[src/rtl/pprb_pkg.sv]
// Shared types, codes and reset values of the prefill playout ring buffer.
package pprb_pkg;

   localparam int RING_DEPTH_DEF = 128;

   typedef enum logic [2:0] {
      MODE_IDLE      = 3'd0,
      MODE_CFG_WAIT  = 3'd1,
      MODE_CFG_PLAY  = 3'd2,
      MODE_STIM_WAIT = 3'd3,
      MODE_STIM_PLAY = 3'd4
   } mode_type;

   localparam logic [2:0] OP_STIM = 3'd0;
   localparam logic [2:0] OP_IDLE = 3'd1;
   localparam logic [2:0] OP_CFG  = 3'd2;
   localparam logic [2:0] OP_DATA = 3'd3;
   localparam logic [2:0] OP_TICK = 3'd4;

   localparam logic [1:0] EV_NONE  = 2'd0;
   localparam logic [1:0] EV_FULL  = 2'd1;
   localparam logic [1:0] EV_EMPTY = 2'd2;

   localparam logic [1:0] CSR_PREFILL       = 2'd0;
   localparam logic [1:0] CSR_LEVEL_HIGH    = 2'd1;
   localparam logic [1:0] CSR_LEVEL_LOW     = 2'd2;
   localparam logic [1:0] CSR_LED_THRESHOLD = 2'd3;

   localparam logic [6:0] PREFILL_RST       = 7'd20;
   localparam logic [7:0] LEVEL_HIGH_RST    = 8'd141;
   localparam logic [7:0] LEVEL_LOW_RST     = 8'd186;
   localparam logic [7:0] LED_THRESHOLD_RST = 8'd128;

   localparam logic [7:0] LEVEL_FULL = 8'd255;
   localparam logic [6:0] OCC_MAX    = 7'd127;

   typedef struct packed {
      logic [2:0] operation;
      logic [7:0] data_byte;
      logic [2:0] periods;
   } item_type;

   typedef struct packed {
      logic       dac_valid;
      logic       dac_from_ring;
      logic [7:0] dac_value;
      logic       led_valid;
      logic       led_from_ring;
      mode_type   mode;
      logic [1:0] event_res;
      logic [6:0] occupancy;
   } result_type;

   // floor(x / 255) for x up to 255 * 255
   function automatic logic [7:0] div255(input logic [15:0] x);
      logic [16:0] t;
      t = {1'b0, x} + 17'(x[15:8]) + 17'd1;
      return t[15:8];
   endfunction

endpackage

[src/rtl/pprb_ram.sv]
// Generic single write port, single read port RAM with registered read data.
module pprb_ram #(
   parameter int WIDTH = 8,
   parameter int DEPTH = pprb_pkg::RING_DEPTH_DEF
) (
   input  logic                     clock,
   input  logic                     wr_en,
   input  logic [$clog2(DEPTH)-1:0] wr_addr,
   input  logic [WIDTH-1:0]         wr_data,
   input  logic                     rd_en,
   input  logic [$clog2(DEPTH)-1:0] rd_addr,
   output logic [WIDTH-1:0]         rd_data
);

   logic [WIDTH-1:0] mem [DEPTH];
   logic [WIDTH-1:0] rd_data_ff;

   always_ff @(posedge clock) begin
      if (wr_en) begin
         mem[wr_addr] <= wr_data;
      end
      if (rd_en) begin
         rd_data_ff <= mem[rd_addr];
      end
   end

   assign rd_data = rd_data_ff;

endmodule

[src/rtl/pprb_scale.sv]
// Level scaling of a data byte: weighted product registered, then divide by 255.
module pprb_scale (
   input  logic       clock,
   input  logic       load,
   input  logic [7:0] data_byte,
   input  logic [7:0] level_low,
   input  logic [7:0] level_high,
   output logic [7:0] scaled
);

   logic [15:0] low_term;
   logic [15:0] high_term;
   logic [15:0] product_in;
   logic [15:0] product_ff;

   assign low_term   = 16'(level_low) * 16'(pprb_pkg::LEVEL_FULL - data_byte);
   assign high_term  = 16'(level_high) * 16'(data_byte);
   assign product_in = low_term + high_term;

   always_ff @(posedge clock) begin
      if (load) begin
         product_ff <= product_in;
      end
   end

   assign scaled = pprb_pkg::div255(product_ff);

endmodule

[src/rtl/pprb_ctrl.sv]
// Mode sequencer and ring index control; one transaction committed per fire.
module pprb_ctrl #(
   parameter int RING_DEPTH = pprb_pkg::RING_DEPTH_DEF
) (
   input  logic                          clock,
   input  logic                          reset,
   input  logic                          fire,
   input  pprb_pkg::item_type            item,
   input  logic [7:0]                    scaled,
   input  logic [6:0]                    prefill_level,
   input  logic [7:0]                    midpoint,
   output logic                          ram_we,
   output logic [$clog2(RING_DEPTH)-1:0] ram_waddr,
   output logic [7:0]                    ram_wdata,
   output logic                          ram_re,
   output logic [$clog2(RING_DEPTH)-1:0] ram_raddr,
   output pprb_pkg::result_type          result
);

   localparam int AW = $clog2(RING_DEPTH);
   localparam int CW = (AW > 7) ? AW : 7;

   function automatic logic [AW-1:0] ring_fill(input logic [AW-1:0] w, input logic [AW-1:0] r);
      logic [AW:0] wrapped;
      wrapped = (AW+1)'(RING_DEPTH) - {1'b0, r} + {1'b0, w};
      if (w >= r) begin
         return w - r;
      end
      return wrapped[AW-1:0];
   endfunction

   pprb_pkg::mode_type mode_ff;
   pprb_pkg::mode_type mode_in;
   logic [AW-1:0]      rd_ff;
   logic [AW-1:0]      rd_in;
   logic [AW-1:0]      wr_ff;
   logic [AW-1:0]      wr_in;

   logic [AW-1:0] occ_pre;
   logic [CW-1:0] occ_pre_cw;
   logic [CW-1:0] occ_post_cw;
   logic [CW-1:0] adv_cw;
   logic [AW:0]   rd_sum;
   logic [AW-1:0] rd_adv;
   logic [AW-1:0] wr_inc;
   logic          is_cfg;
   logic          prefill_hit;
   logic          full_hit;
   logic          play;

   logic       dac_valid;
   logic       dac_from_ring;
   logic [7:0] dac_value;
   logic       led_valid;
   logic       led_from_ring;
   logic [1:0] event_res;

   assign occ_pre     = ring_fill(wr_ff, rd_ff);
   assign occ_pre_cw  = CW'(occ_pre);
   assign is_cfg      = (mode_ff == pprb_pkg::MODE_CFG_WAIT) ||
                        (mode_ff == pprb_pkg::MODE_CFG_PLAY);
   assign prefill_hit = occ_pre_cw > CW'(prefill_level);
   assign wr_inc      = (wr_ff == AW'(RING_DEPTH - 1)) ? '0 : wr_ff + AW'(1);
   assign full_hit    = wr_inc == rd_ff;
   assign adv_cw      = (CW'(item.periods) < occ_pre_cw) ? CW'(item.periods) : occ_pre_cw;
   assign rd_sum      = {1'b0, rd_ff} + (AW+1)'(adv_cw);
   assign rd_adv      = (rd_sum >= (AW+1)'(RING_DEPTH)) ?
                        AW'(rd_sum - (AW+1)'(RING_DEPTH)) : rd_sum[AW-1:0];
   assign play        = (item.operation == pprb_pkg::OP_TICK) &&
                        ((mode_ff == pprb_pkg::MODE_CFG_PLAY) ||
                         (mode_ff == pprb_pkg::MODE_STIM_PLAY)) &&
                        (occ_pre != '0) && (item.periods != '0);

   always_comb begin
      mode_in = mode_ff;
      if (fire) begin
         unique case (item.operation) inside
            pprb_pkg::OP_STIM: mode_in = pprb_pkg::MODE_STIM_WAIT;
            pprb_pkg::OP_IDLE: mode_in = pprb_pkg::MODE_IDLE;
            pprb_pkg::OP_CFG:  mode_in = pprb_pkg::MODE_CFG_WAIT;
            pprb_pkg::OP_DATA: begin
               if (full_hit) begin
                  mode_in = pprb_pkg::MODE_IDLE;
               end
            end
            pprb_pkg::OP_TICK: begin
               unique case (mode_ff)
                  pprb_pkg::MODE_CFG_WAIT: begin
                     if (prefill_hit) begin
                        mode_in = pprb_pkg::MODE_CFG_PLAY;
                     end
                  end
                  pprb_pkg::MODE_STIM_WAIT: begin
                     if (prefill_hit) begin
                        mode_in = pprb_pkg::MODE_STIM_PLAY;
                     end
                  end
                  pprb_pkg::MODE_CFG_PLAY, pprb_pkg::MODE_STIM_PLAY: begin
                     if (occ_pre == '0) begin
                        mode_in = pprb_pkg::MODE_IDLE;
                     end
                  end
                  default: mode_in = mode_ff;
               endcase
            end
            default: mode_in = mode_ff;
         endcase
      end
   end

   always_comb begin
      rd_in         = rd_ff;
      wr_in         = wr_ff;
      ram_we        = 1'b0;
      dac_valid     = 1'b0;
      dac_from_ring = 1'b0;
      dac_value     = '0;
      led_valid     = 1'b0;
      led_from_ring = 1'b0;
      event_res     = pprb_pkg::EV_NONE;
      if (fire) begin
         unique case (item.operation) inside
            pprb_pkg::OP_STIM, pprb_pkg::OP_IDLE, pprb_pkg::OP_CFG: begin
               rd_in = '0;
               wr_in = '0;
               if (item.operation == pprb_pkg::OP_IDLE) begin
                  dac_valid = 1'b1;
                  dac_value = midpoint;
                  led_valid = 1'b1;
               end
            end
            pprb_pkg::OP_DATA: begin
               ram_we = 1'b1;
               wr_in  = wr_inc;
               if (full_hit) begin
                  event_res = pprb_pkg::EV_FULL;
               end
            end
            pprb_pkg::OP_TICK: begin
               if (((mode_ff == pprb_pkg::MODE_CFG_PLAY) ||
                    (mode_ff == pprb_pkg::MODE_STIM_PLAY)) && (occ_pre == '0)) begin
                  event_res = pprb_pkg::EV_EMPTY;
               end
               if (play) begin
                  rd_in = rd_adv;
                  if (mode_ff == pprb_pkg::MODE_STIM_PLAY) begin
                     dac_valid     = 1'b1;
                     dac_from_ring = 1'b1;
                  end else begin
                     led_valid     = 1'b1;
                     led_from_ring = 1'b1;
                  end
               end
            end
            default: rd_in = rd_ff;
         endcase
      end
   end

   assign occ_post_cw = CW'(ring_fill(wr_in, rd_in));
   assign ram_waddr   = wr_ff;
   assign ram_wdata   = is_cfg ? item.data_byte : scaled;
   assign ram_re      = fire;
   assign ram_raddr   = rd_ff;

   assign result = '{
      dac_valid:     dac_valid,
      dac_from_ring: dac_from_ring,
      dac_value:     dac_value,
      led_valid:     led_valid,
      led_from_ring: led_from_ring,
      mode:          mode_in,
      event_res:     event_res,
      occupancy:     (occ_post_cw > CW'(pprb_pkg::OCC_MAX)) ? pprb_pkg::OCC_MAX
                                                             : occ_post_cw[6:0]
   };

   always_ff @(posedge clock) begin
      if (reset) begin
         mode_ff <= pprb_pkg::MODE_IDLE;
         rd_ff   <= '0;
         wr_ff   <= '0;
      end else begin
         mode_ff <= mode_in;
         rd_ff   <= rd_in;
         wr_ff   <= wr_in;
      end
   end

   a_cmd_clears_indices: assert property (@(posedge clock) disable iff (reset)
      fire && ((item.operation == pprb_pkg::OP_STIM) || (item.operation == pprb_pkg::OP_IDLE) ||
               (item.operation == pprb_pkg::OP_CFG))
      |=> (rd_ff == '0) && (wr_ff == '0))
      else $error("mode command did not clear ring indices");

   a_full_drops_to_idle: assert property (@(posedge clock) disable iff (reset)
      fire && (item.operation == pprb_pkg::OP_DATA) && full_hit
      |=> (mode_ff == pprb_pkg::MODE_IDLE) && (rd_ff == wr_ff))
      else $error("full ring did not stop playback");

   a_idle_tick_holds: assert property (@(posedge clock) disable iff (reset)
      fire && (item.operation == pprb_pkg::OP_TICK) && (mode_ff == pprb_pkg::MODE_IDLE)
      |=> $stable(rd_ff) && (mode_ff == pprb_pkg::MODE_IDLE))
      else $error("tick in idle changed state");

   a_index_range: assert property (@(posedge clock) disable iff (reset)
      ({1'b0, rd_ff} < (AW+1)'(RING_DEPTH)) && ({1'b0, wr_ff} < (AW+1)'(RING_DEPTH)))
      else $error("ring index out of range");

endmodule

[src/rtl/prefill_playout_ring_buffer.sv]
// Top level of the prefill playout ring buffer: pipeline, registers and result port.
//
// Every accepted transaction yields exactly one result. It passes an input
// register, a stage that holds the scaling product and commits mode and
// index updates with one read and, for data items, one write of the sample
// RAM, and a result register that carries the RAM read data. One transaction
// is accepted per cycle while the result port is not stalled; a stalled
// result port lets the earlier stages fill before req_ready drops. The
// sample ring is a single RAM of RING_DEPTH bytes that is not cleared: only
// entries written since the last mode command are ever played.
module prefill_playout_ring_buffer #(
   parameter int RING_DEPTH = pprb_pkg::RING_DEPTH_DEF
) (
   input  logic       clock,
   input  logic       reset,
   input  logic       req_valid,
   output logic       req_ready,
   input  logic [2:0] req_operation,
   input  logic [7:0] req_data_byte,
   input  logic [2:0] req_periods,
   output logic       rsp_valid,
   input  logic       rsp_ready,
   output logic       rsp_dac_valid,
   output logic [7:0] rsp_dac_value,
   output logic       rsp_led_valid,
   output logic       rsp_led_on,
   output logic [2:0] rsp_mode,
   output logic [1:0] rsp_event_res,
   output logic [6:0] rsp_occupancy,
   input  logic       csr_wr_en,
   input  logic [1:0] csr_index,
   input  logic [7:0] csr_wdata
);

   localparam int AW = $clog2(RING_DEPTH);

   logic [6:0] prefill_ff;
   logic [7:0] level_high_ff;
   logic [7:0] level_low_ff;
   logic [7:0] led_threshold_ff;

   logic                 s1_valid_ff;
   logic                 s1_valid_in;
   pprb_pkg::item_type   s1_item_ff;
   logic                 s2_valid_ff;
   logic                 s2_valid_in;
   pprb_pkg::item_type   s2_item_ff;
   logic                 s3_valid_ff;
   logic                 s3_valid_in;
   pprb_pkg::result_type s3_res_ff;
   pprb_pkg::result_type s3_res_in;

   logic en1;
   logic en2;
   logic en3;
   logic fire;

   logic [7:0]    scaled;
   logic [8:0]    level_sum;
   logic [7:0]    midpoint;
   logic          ram_we;
   logic [AW-1:0] ram_waddr;
   logic [7:0]    ram_wdata;
   logic          ram_re;
   logic [AW-1:0] ram_raddr;
   logic [7:0]    ram_rdata;

   always_ff @(posedge clock) begin
      if (reset) begin
         prefill_ff       <= pprb_pkg::PREFILL_RST;
         level_high_ff    <= pprb_pkg::LEVEL_HIGH_RST;
         level_low_ff     <= pprb_pkg::LEVEL_LOW_RST;
         led_threshold_ff <= pprb_pkg::LED_THRESHOLD_RST;
      end else if (csr_wr_en) begin
         unique case (csr_index)
            pprb_pkg::CSR_PREFILL:       prefill_ff       <= csr_wdata[6:0];
            pprb_pkg::CSR_LEVEL_HIGH:    level_high_ff    <= csr_wdata;
            pprb_pkg::CSR_LEVEL_LOW:     level_low_ff     <= csr_wdata;
            pprb_pkg::CSR_LED_THRESHOLD: led_threshold_ff <= csr_wdata;
            default:                     prefill_ff       <= prefill_ff;
         endcase
      end
   end

   assign en3  = !s3_valid_ff || rsp_ready;
   assign en2  = !s2_valid_ff || en3;
   assign en1  = !s1_valid_ff || en2;
   assign fire = s2_valid_ff && en3;

   assign s1_valid_in = en1 ? req_valid : s1_valid_ff;
   assign s2_valid_in = en2 ? s1_valid_ff : s2_valid_ff;
   assign s3_valid_in = en3 ? s2_valid_ff : s3_valid_ff;

   always_ff @(posedge clock) begin
      if (reset) begin
         s1_valid_ff <= 1'b0;
         s2_valid_ff <= 1'b0;
         s3_valid_ff <= 1'b0;
      end else begin
         s1_valid_ff <= s1_valid_in;
         s2_valid_ff <= s2_valid_in;
         s3_valid_ff <= s3_valid_in;
      end
   end

   always_ff @(posedge clock) begin
      if (en1) begin
         s1_item_ff <= '{operation: req_operation, data_byte: req_data_byte,
                         periods: req_periods};
      end
      if (en2) begin
         s2_item_ff <= s1_item_ff;
      end
      if (en3) begin
         s3_res_ff <= s3_res_in;
      end
   end

   assign level_sum = {1'b0, level_high_ff} + {1'b0, level_low_ff};
   assign midpoint  = level_sum[8:1];

   pprb_scale u_scale (
      .clock      (clock),
      .load       (en2),
      .data_byte  (s1_item_ff.data_byte),
      .level_low  (level_low_ff),
      .level_high (level_high_ff),
      .scaled     (scaled)
   );

   pprb_ctrl #(
      .RING_DEPTH (RING_DEPTH)
   ) u_ctrl (
      .clock         (clock),
      .reset         (reset),
      .fire          (fire),
      .item          (s2_item_ff),
      .scaled        (scaled),
      .prefill_level (prefill_ff),
      .midpoint      (midpoint),
      .ram_we        (ram_we),
      .ram_waddr     (ram_waddr),
      .ram_wdata     (ram_wdata),
      .ram_re        (ram_re),
      .ram_raddr     (ram_raddr),
      .result        (s3_res_in)
   );

   pprb_ram #(
      .WIDTH (8),
      .DEPTH (RING_DEPTH)
   ) u_ring (
      .clock   (clock),
      .wr_en   (ram_we),
      .wr_addr (ram_waddr),
      .wr_data (ram_wdata),
      .rd_en   (ram_re),
      .rd_addr (ram_raddr),
      .rd_data (ram_rdata)
   );

   assign req_ready     = en1;
   assign rsp_valid     = s3_valid_ff;
   assign rsp_dac_valid = s3_res_ff.dac_valid;
   assign rsp_dac_value = s3_res_ff.dac_from_ring ? ram_rdata : s3_res_ff.dac_value;
   assign rsp_led_valid = s3_res_ff.led_valid;
   assign rsp_led_on    = s3_res_ff.led_from_ring && (ram_rdata > led_threshold_ff);
   assign rsp_mode      = s3_res_ff.mode;
   assign rsp_event_res = s3_res_ff.event_res;
   assign rsp_occupancy = s3_res_ff.occupancy;

endmodule
[config.mk]
export PLATFORM = sky130hd
export DESIGN_NAME = prefill_playout_ring_buffer
export DESIGN_NICKNAME = d
export VERILOG_FILES = /design/src/rtl/pprb_pkg.sv /design/src/rtl/pprb_ram.sv /design/src/rtl/pprb_scale.sv /design/src/rtl/pprb_ctrl.sv /design/src/rtl/prefill_playout_ring_buffer.sv
export SDC_FILE = /design/constraint.sdc
export NUM_CORES = 2
export LEC_CHECK = 0
export ABC_AREA = 1
export ABC_CLOCK_PERIOD_IN_PS = 12100
export BUFFER_PORTS_ARGS = -buffer_cell sky130_fd_sc_hd__buf_2
export CORE_UTILIZATION = 50
export CTS_BUF_LIST = sky130_fd_sc_hd__clkbuf_8
export DETAILED_ROUTE_END_ITERATION = 10
export HOLD_SLACK_MARGIN = 0.06
export PLACE_DENSITY = 0.65
export SYNTH_ARGS = -nofsm -noshare
export SYNTH_HDL_FRONTEND = slang
export SYNTH_SLANG_ARGS = --single-unit
[constraint.sdc]
create_clock -name clock -period 12.1 [get_ports clock]
set_clock_uncertainty 0.15 [all_clocks]
set_input_delay 1.815 -clock clock [delete_from_list [all_inputs] [get_ports clock]]
set_output_delay 1.815 -clock clock [all_outputs]
set_load 0.01 [all_outputs]
; ---- Yosys cells after proc, flatten, opt, wreduce, memory -nomap -nowiden
; Memories as Yosys holds them, arrays and structs flattened. A register that Yosys moved wholly into a read port is not among the register bits.
; Index checks and enable logic that the tools add are counted.
[word_totals]
regBits = 119
latch_bits = 0
mem_bits_rw = 1024
romBits = 0
in_bits = 29
out_inout_bits = 25
wordCells = 126
memories = 1
[mem_list]
columns = name, words, word_bits, rd, rd_clocked_by_memory_dff, write_ports, line
row1 = u_ring.mem, 128, 8, 1, 1, 1, pprb_ram.sv:15  ; logic [WIDTH-1:0] mem [DEPTH];
[classes]
addsub = 14
mul = 2
n_div = 0
order_cmp = 7
n_eq_ne = 13
n_shift = 0
muxes = 37
n_bitwise = 0
n_reduce_logical = 27
[ops]
columns = operator, count
row1 = $mux W7, 10
row2 = $pmux W7 S2, 2
row3 = $add A16 B1 Y16 const B, 1
row4 = $add A16 B16 Y16, 1
row5 = $add A16 B8 Y16, 1
row6 = $mul A8 B16 Y16, 1
row7 = $mul A8 B8 Y16, 1
row8 = $mux W8, 2
row9 = $mux W3, 5
row10 = $pmux W3 S5, 1
row11 = $add A7 B7 Y7, 2
row12 = $ge A7 B7 Y1, 2
row13 = $sub A1 B7 Y7 const A, 2
row14 = $sub A7 B7 Y7, 2
row15 = $eq A3 B2 Y1 const B, 4
row16 = $mux W1, 12
row17 = $reduce_and A2 Y1, 5
row18 = $add A8 B8 Y9, 1
row19 = $pmux W3 S3, 1
row20 = $sub A8 B8 Y9 const A, 1
row21 = $add A7 B7 Y8, 1
row22 = $ge A8 B8 Y1 const B, 1
row23 = $gt A8 B8 Y1, 1
row24 = $add A7 B1 Y7 const B, 1
row25 = 24 further kinds, 39

; ---- Logic depth before layout (Yosys ltp)
[logic_depth]
word_depth = 15
depth_mapped = 32
ltp_nobuf = 29

; ---- Modules after synthesis
; Synthesis repeated with hierarchy kept, for this count alone.
[unflattened]
hier_cells = 5125
hier_area_um2 = 54010.6
[modules_own_cells]
columns = mod, n_inst, cells_each, area_per_inst_um2, seq_area_each_um2
row1 = pprb_ram, 1, 3575, 42184.2, 30989.7
row2 = pprb_scale, 1, 819, 5824.3, 480.5
row3 = prefill_playout_ring_buffer, 1, 325, 3505.9, 2242.2
row4 = pprb_ctrl, 1, 406, 2496.1, 340.3

; ---- Worst setup path after synthesis
; No wires, ideal clock.
[synth_path]
path_kind = flip-flop to flip-flop
startpoint = register u_scale.product_ff[12]
endpoint = memory u_ring.mem[0][2] (data pin)
setup_time_ns = 1.223
t_arrival_ns = 6.514
setup_slack_ns = 4.213
path_stages_with_launch = 9
path_buffers = 0
period_less_slack_ns = 7.887
cell_sequence = edfxtp_1 > ha_1 > a21oi_1 > o21ai_0 > nand2_1 > nand3_1 > nand2_1 > nor2_2 > o31ai_1
[synth_between]
elab_chain_cells = 3
[synth_rtl]
columns = item, line
row1 = from (decl), pprb_scale.sv:14  ; logic [15:0] product_ff;
row2 = from (signal assigned), pprb_scale.sv:22  ; product_ff <= product_in;
row3 = $add A16 B8 Y16, pprb_pkg.sv:57  ; t = {1'b0, x} + 17'(x[15:8]) + 17'd1;
row4 = $add A16 B1 Y16, pprb_pkg.sv:57
row5 = $mux W8, pprb_ctrl.sv:162  ; assign ram_wdata = is_cfg ? item.data_byte : scaled;
row6 = net ram_wdata[2], prefill_playout_ring_buffer.sv:63  ; logic [7:0] ram_wdata;
row7 = to (decl), pprb_ram.sv:15
; The timed path passes the listed nets, and every way through them passes these cells.

; ---- Final worst setup path
[layout_path]
startpoint = register s1_item_ff[7] in the netlist's numbering
endpoint = register u_scale.product_ff[15] (data pin)
[layout_between]
elab_chain_cells = 3
[layout_rtl]
columns = item, line
row1 = from (decl), prefill_playout_ring_buffer.sv:44  ; pprb_pkg::item_type s1_item_ff;
row2 = from (signal assigned), prefill_playout_ring_buffer.sv:108  ; s1_item_ff <= '{operation: req_operation, data_byte: req_data_byte,
row3 = $sub A8 B8 Y9, pprb_scale.sv:16  ; assign low_term = 16'(level_low) * 16'(pprb_pkg::LEVEL_FULL - data_byte);
row4 = $mul A8 B16 Y16, pprb_scale.sv:16
row5 = $add A16 B16 Y16 *, pprb_scale.sv:18  ; assign product_in = low_term + high_term;
row6 = net u_scale.product_in[15], pprb_scale.sv:13  ; logic [15:0] product_in;
; The timed path passes the listed nets; every way through them passes the cells marked *.
; A chain may end at the register's enable or synchronous reset.

==> results.cfg <==
[status]
outcome = finished, final reports clean

[worst_setup_path]
crit-reg2reg-launch = s1_item_ff[7]$_DFFE_PP_
crit_cells = 19
r2r_cells = 19
startpoint = s1_item_ff[7]$_DFFE_PP_
critPathRequiredTime_ns = 12.52
slowest_delay_ns = 0.73
cp.buffers_inverters = 4
criticalPathCategory = register to register
critical-path-top-cell-by-count = fa_1
slowest_stage = edfxtp_1
cp-end-kind = register
cp_top_family = adder cells
cp.arrival_ns = 6.57
start_kind = register
worstPathCellList = inv_1 -> nand2_1 -> fa_1 -> fa_1 -> inv_1 -> fa_1 -> fa_1 -> inv_1 -> fa_1 -> fa_1 -> inv_1 -> ha_1 -> a21oi_1 -> o21ai_0 -> a21oi_1 -> o21ai_0 -> nand3_1 -> o21ai_0 -> xor2_1
crit_path_max_fanout = 13

[route]
remaining_drc_errors = 0
vias = 34800
totalWireLength_um = 133000
drtPass1Iterations = 6
ant_nets = 0
routedWlPerCell_um = 21.9
drt-initial-drc-count = 3866
vias_per_cell = 5.73

[place]
gp_congestion = 0.878
port_buffers = 53
hpwlAfterDp_um = 76100
placed_area_um2 = 53000

[timing]
setup_tns_ns = 0
rsz0062_at_grt = no
period_minus_slack_ns = 6.15
fmax_mhz = 163
setup-violations-final = 0
worstMarginPinSlew_ns = 1.21
slew_viol_final = 0
slew_headroom = 0.190
min_period_over_period = 0.509
hold_viol = 0

[clock_network]
cts_root_buffer = clkbuf_8
tritoncts = built
clock_sinks = 1151
cts_resized = 0
cts_buffer_depth = 3
hold_buffers = 0
htree_levels = 4
clk_latency_ns = 0.86
clk_pin_slew_worst_paths_ns = 0.06
cts_made_buffers = 186
postCtsSetupBuffers = 0

[floorplan]
die_h_um = 324
core_area_um2 = 102000
die-width_um = 324
start_util = 0.508
fp-row-count = 117
ioPinCount = 54
die_area_um2 = 105000

[final_layout]
fin_nets = 4794
final_util = 0.551
drive_gt1_frac = 0.0775
nFillCells = 8638
syn_to_final_growth_pct = 8.54
fin_area_um2 = 56400

[global_routing]
grt_usage = 0.251
grt_max_degree = 244
grt_antenna_before_repair = 9
overflow = 0
grt_pass1_vias = 33600
grt_pass1_wl_um = 203000

[yosys]
ys_ff_latch = 1151
synth_cell_types = 51
netlist_instances = 4538
synth_edf_count = 1100
synth_top_area_frac = 0.636
ys.flop_type = edfxtp_1
synth.top_cells.by_area = edfxtp_1 (64%), nor2_1 (5.5%), o21ai_0 (5.1%)
syn_avg_cell_area_um2 = 11.4
yosysTopAreaCell = edfxtp_1
synth-async-reset-ratio = 0
syn_area_um2 = 51900
ys_seq_area_frac = 0.656
yosysWarningCount = 0

[power]
power.density_nw_per_um2 = 194
leakage_nw = 20.9
combPwrFrac = 0.223
pwr-share-clk = 0.279
p_switching_mw = 3.38
peakVddDrop_mv = 0.202
p_int_mw = 7.54
p_sw_frac = 0.309
pwr-share-seq = 0.497

[min_path]
hold_path.startpoint = s1_item_ff[2]$_DFFE_PP_
hp-class = register to register
min_delay_path_depth = 0

[job]
cap_violations = 0
-- power by group through the flow --
stage | combinational [mW] | clock (mW) | sequential [mW]
final | 2.44 | 3.05 | 5.43
after global placement | 2.37 | 0 | 5.51
after detailed placement | 2.41 | 0 | 5.51
after CTS | 2.44 | 3.09 | 5.43
after floorplan | 1.50 | 0 | 5.68
after global routing | 2.73 | 3.26 | 5.43
-- cell families after synthesis --
group	Yosys count	synth area share
buffers and inverters	557	0.0471
other	1	0.0000722
DFF	1151	0.656
and+or+nand+nor	1584	0.121
adders and majority gates	212	0.0655
xor gates and xnor gates	28	0.00472
AOI/OAI and AO/OA	998	0.105
muxes	7	0.00152
-- synthesized netlist by cell type, types with 5 or more instances --
master	n
o22ai_1	260
xor2_1	18
buf_4	36
nand2_1	622
inv_1	278
inv_2	6
buf_1	8
edfxtp_1	1100
xnor2_1	10
ha_1	112
dfxtp_1	51
mux2_2	7
fa_1	100
clkbuf_1	113
buf_2	84
nand2_2	5
o21ai_1	76
clkbuf_2	16
o21ai_0	530
buf_6	10
nor3_1	12
nand4_1	11
a21oi_1	84
nand3_1	156
nor2_1	758
a31oi_1	5
o211ai_1	25
or2_2	5
-- cells in the final DEF (no fill, tap or decap), types with 4 or more instances in the layout --
master / netlist / final
nand4_1: 11 / 11
o211ai_1: 25 / 25
ha_1: 112 / 112
fa_1: 100 / 100
nand2_4: 1 / 5
o22ai_1: 260 / 260
clkinv_2: 0 / 16
nand2_1: 622 / 618
nand3_1: 156 / 156
edfxtp_1: 1100 / 1100
inv_2: 6 / 7
dfxtp_1: 51 / 47
nor2_1: 758 / 758
nand3b_1: 4 / 4
xor2_1: 18 / 18
clkinvlp_4: 0 / 6
diode_2: 0 / 6
nor3_1: 12 / 12
xnor2_1: 10 / 10
or2_2: 5 / 5
buf_2: 84 / 53
a21oi_1: 84 / 84
o21a_1: 4 / 4
nand2_2: 5 / 5
buf_12: 0 / 5
clkinv_1: 3 / 36
inv_1: 278 / 349
conb_1: 1 / 4
o21ai_0: 530 / 528
mux2_2: 7 / 7
a31oi_1: 5 / 4
buf_4: 36 / 34
o21ai_1: 76 / 76
clkbuf_8: 0 / 193
-- registers in the layout (all words and copies together), names as in the netlist, 8 cells and up --
name,flops
u_ring.mem,1024
u_scale.product_ff,16
level_high_ff,8
u_ring.rd_data,8
s2_item_ff,14
s3_res_ff,10
led_threshold_ff,8
level_low_ff,8
s1_item_ff,14
-- final timing paths --
path | slack (ns) | endpoint
max | 5.95 | u_scale.product_ff[15]$_DFFE_PP_
min reg2reg | 0.27 | s2_item_ff[2]$_DFFE_PP_
max reg2reg | 5.95 | u_scale.product_ff[15]$_DFFE_PP_
min | 0.27 | s2_item_ff[2]$_DFFE_PP_
-- through the flow --
| step | setup slack [ns] | instances | hold slack [ns] | total power, mW |
|---|---|---|---|---|
| global route | 5.61 | 6069 | 0.289 | 11.4 |
| floorplan | 4.21 | 4541 | 0.250 | 7.18 |
| global placement | 6.05 | 5733 | 0.256 | 7.88 |
| finish | 5.95 | 6069 | 0.272 | 10.9 |
| CTS | 5.98 | 6063 | 0.275 | 11.0 |
| detailed placement | 6.02 | 5733 | 0.261 | 7.91 |
-- routing by layer --
metal	vias to the layer above	global-route usage	share of wire
met3	249	0.0419	0.082
met1	17000	0.366	0.44
met5	-	0	0.00016
met2	1539	0.380	0.45
li1	16000	-	-
met4	4	0.0898	0.029
-- cell type report --
class / instances / area [um^2] / share of cell area
multi-input combinational: 2833 / 15500 / 0.276
inverter: 289 / 1110 / 0.0197
timing repair buffer: 92 / 621 / 0.0110
sequential: 1151 / 34100 / 0.604
clock inverter: 137 / 664 / 0.0118
clock buffer: 193 / 2660 / 0.0471
tap: 1368 / 1710 / 0.0304
antenna: 6 / 15.0 / 0.000266
Power figures use the tool's default switching activity.
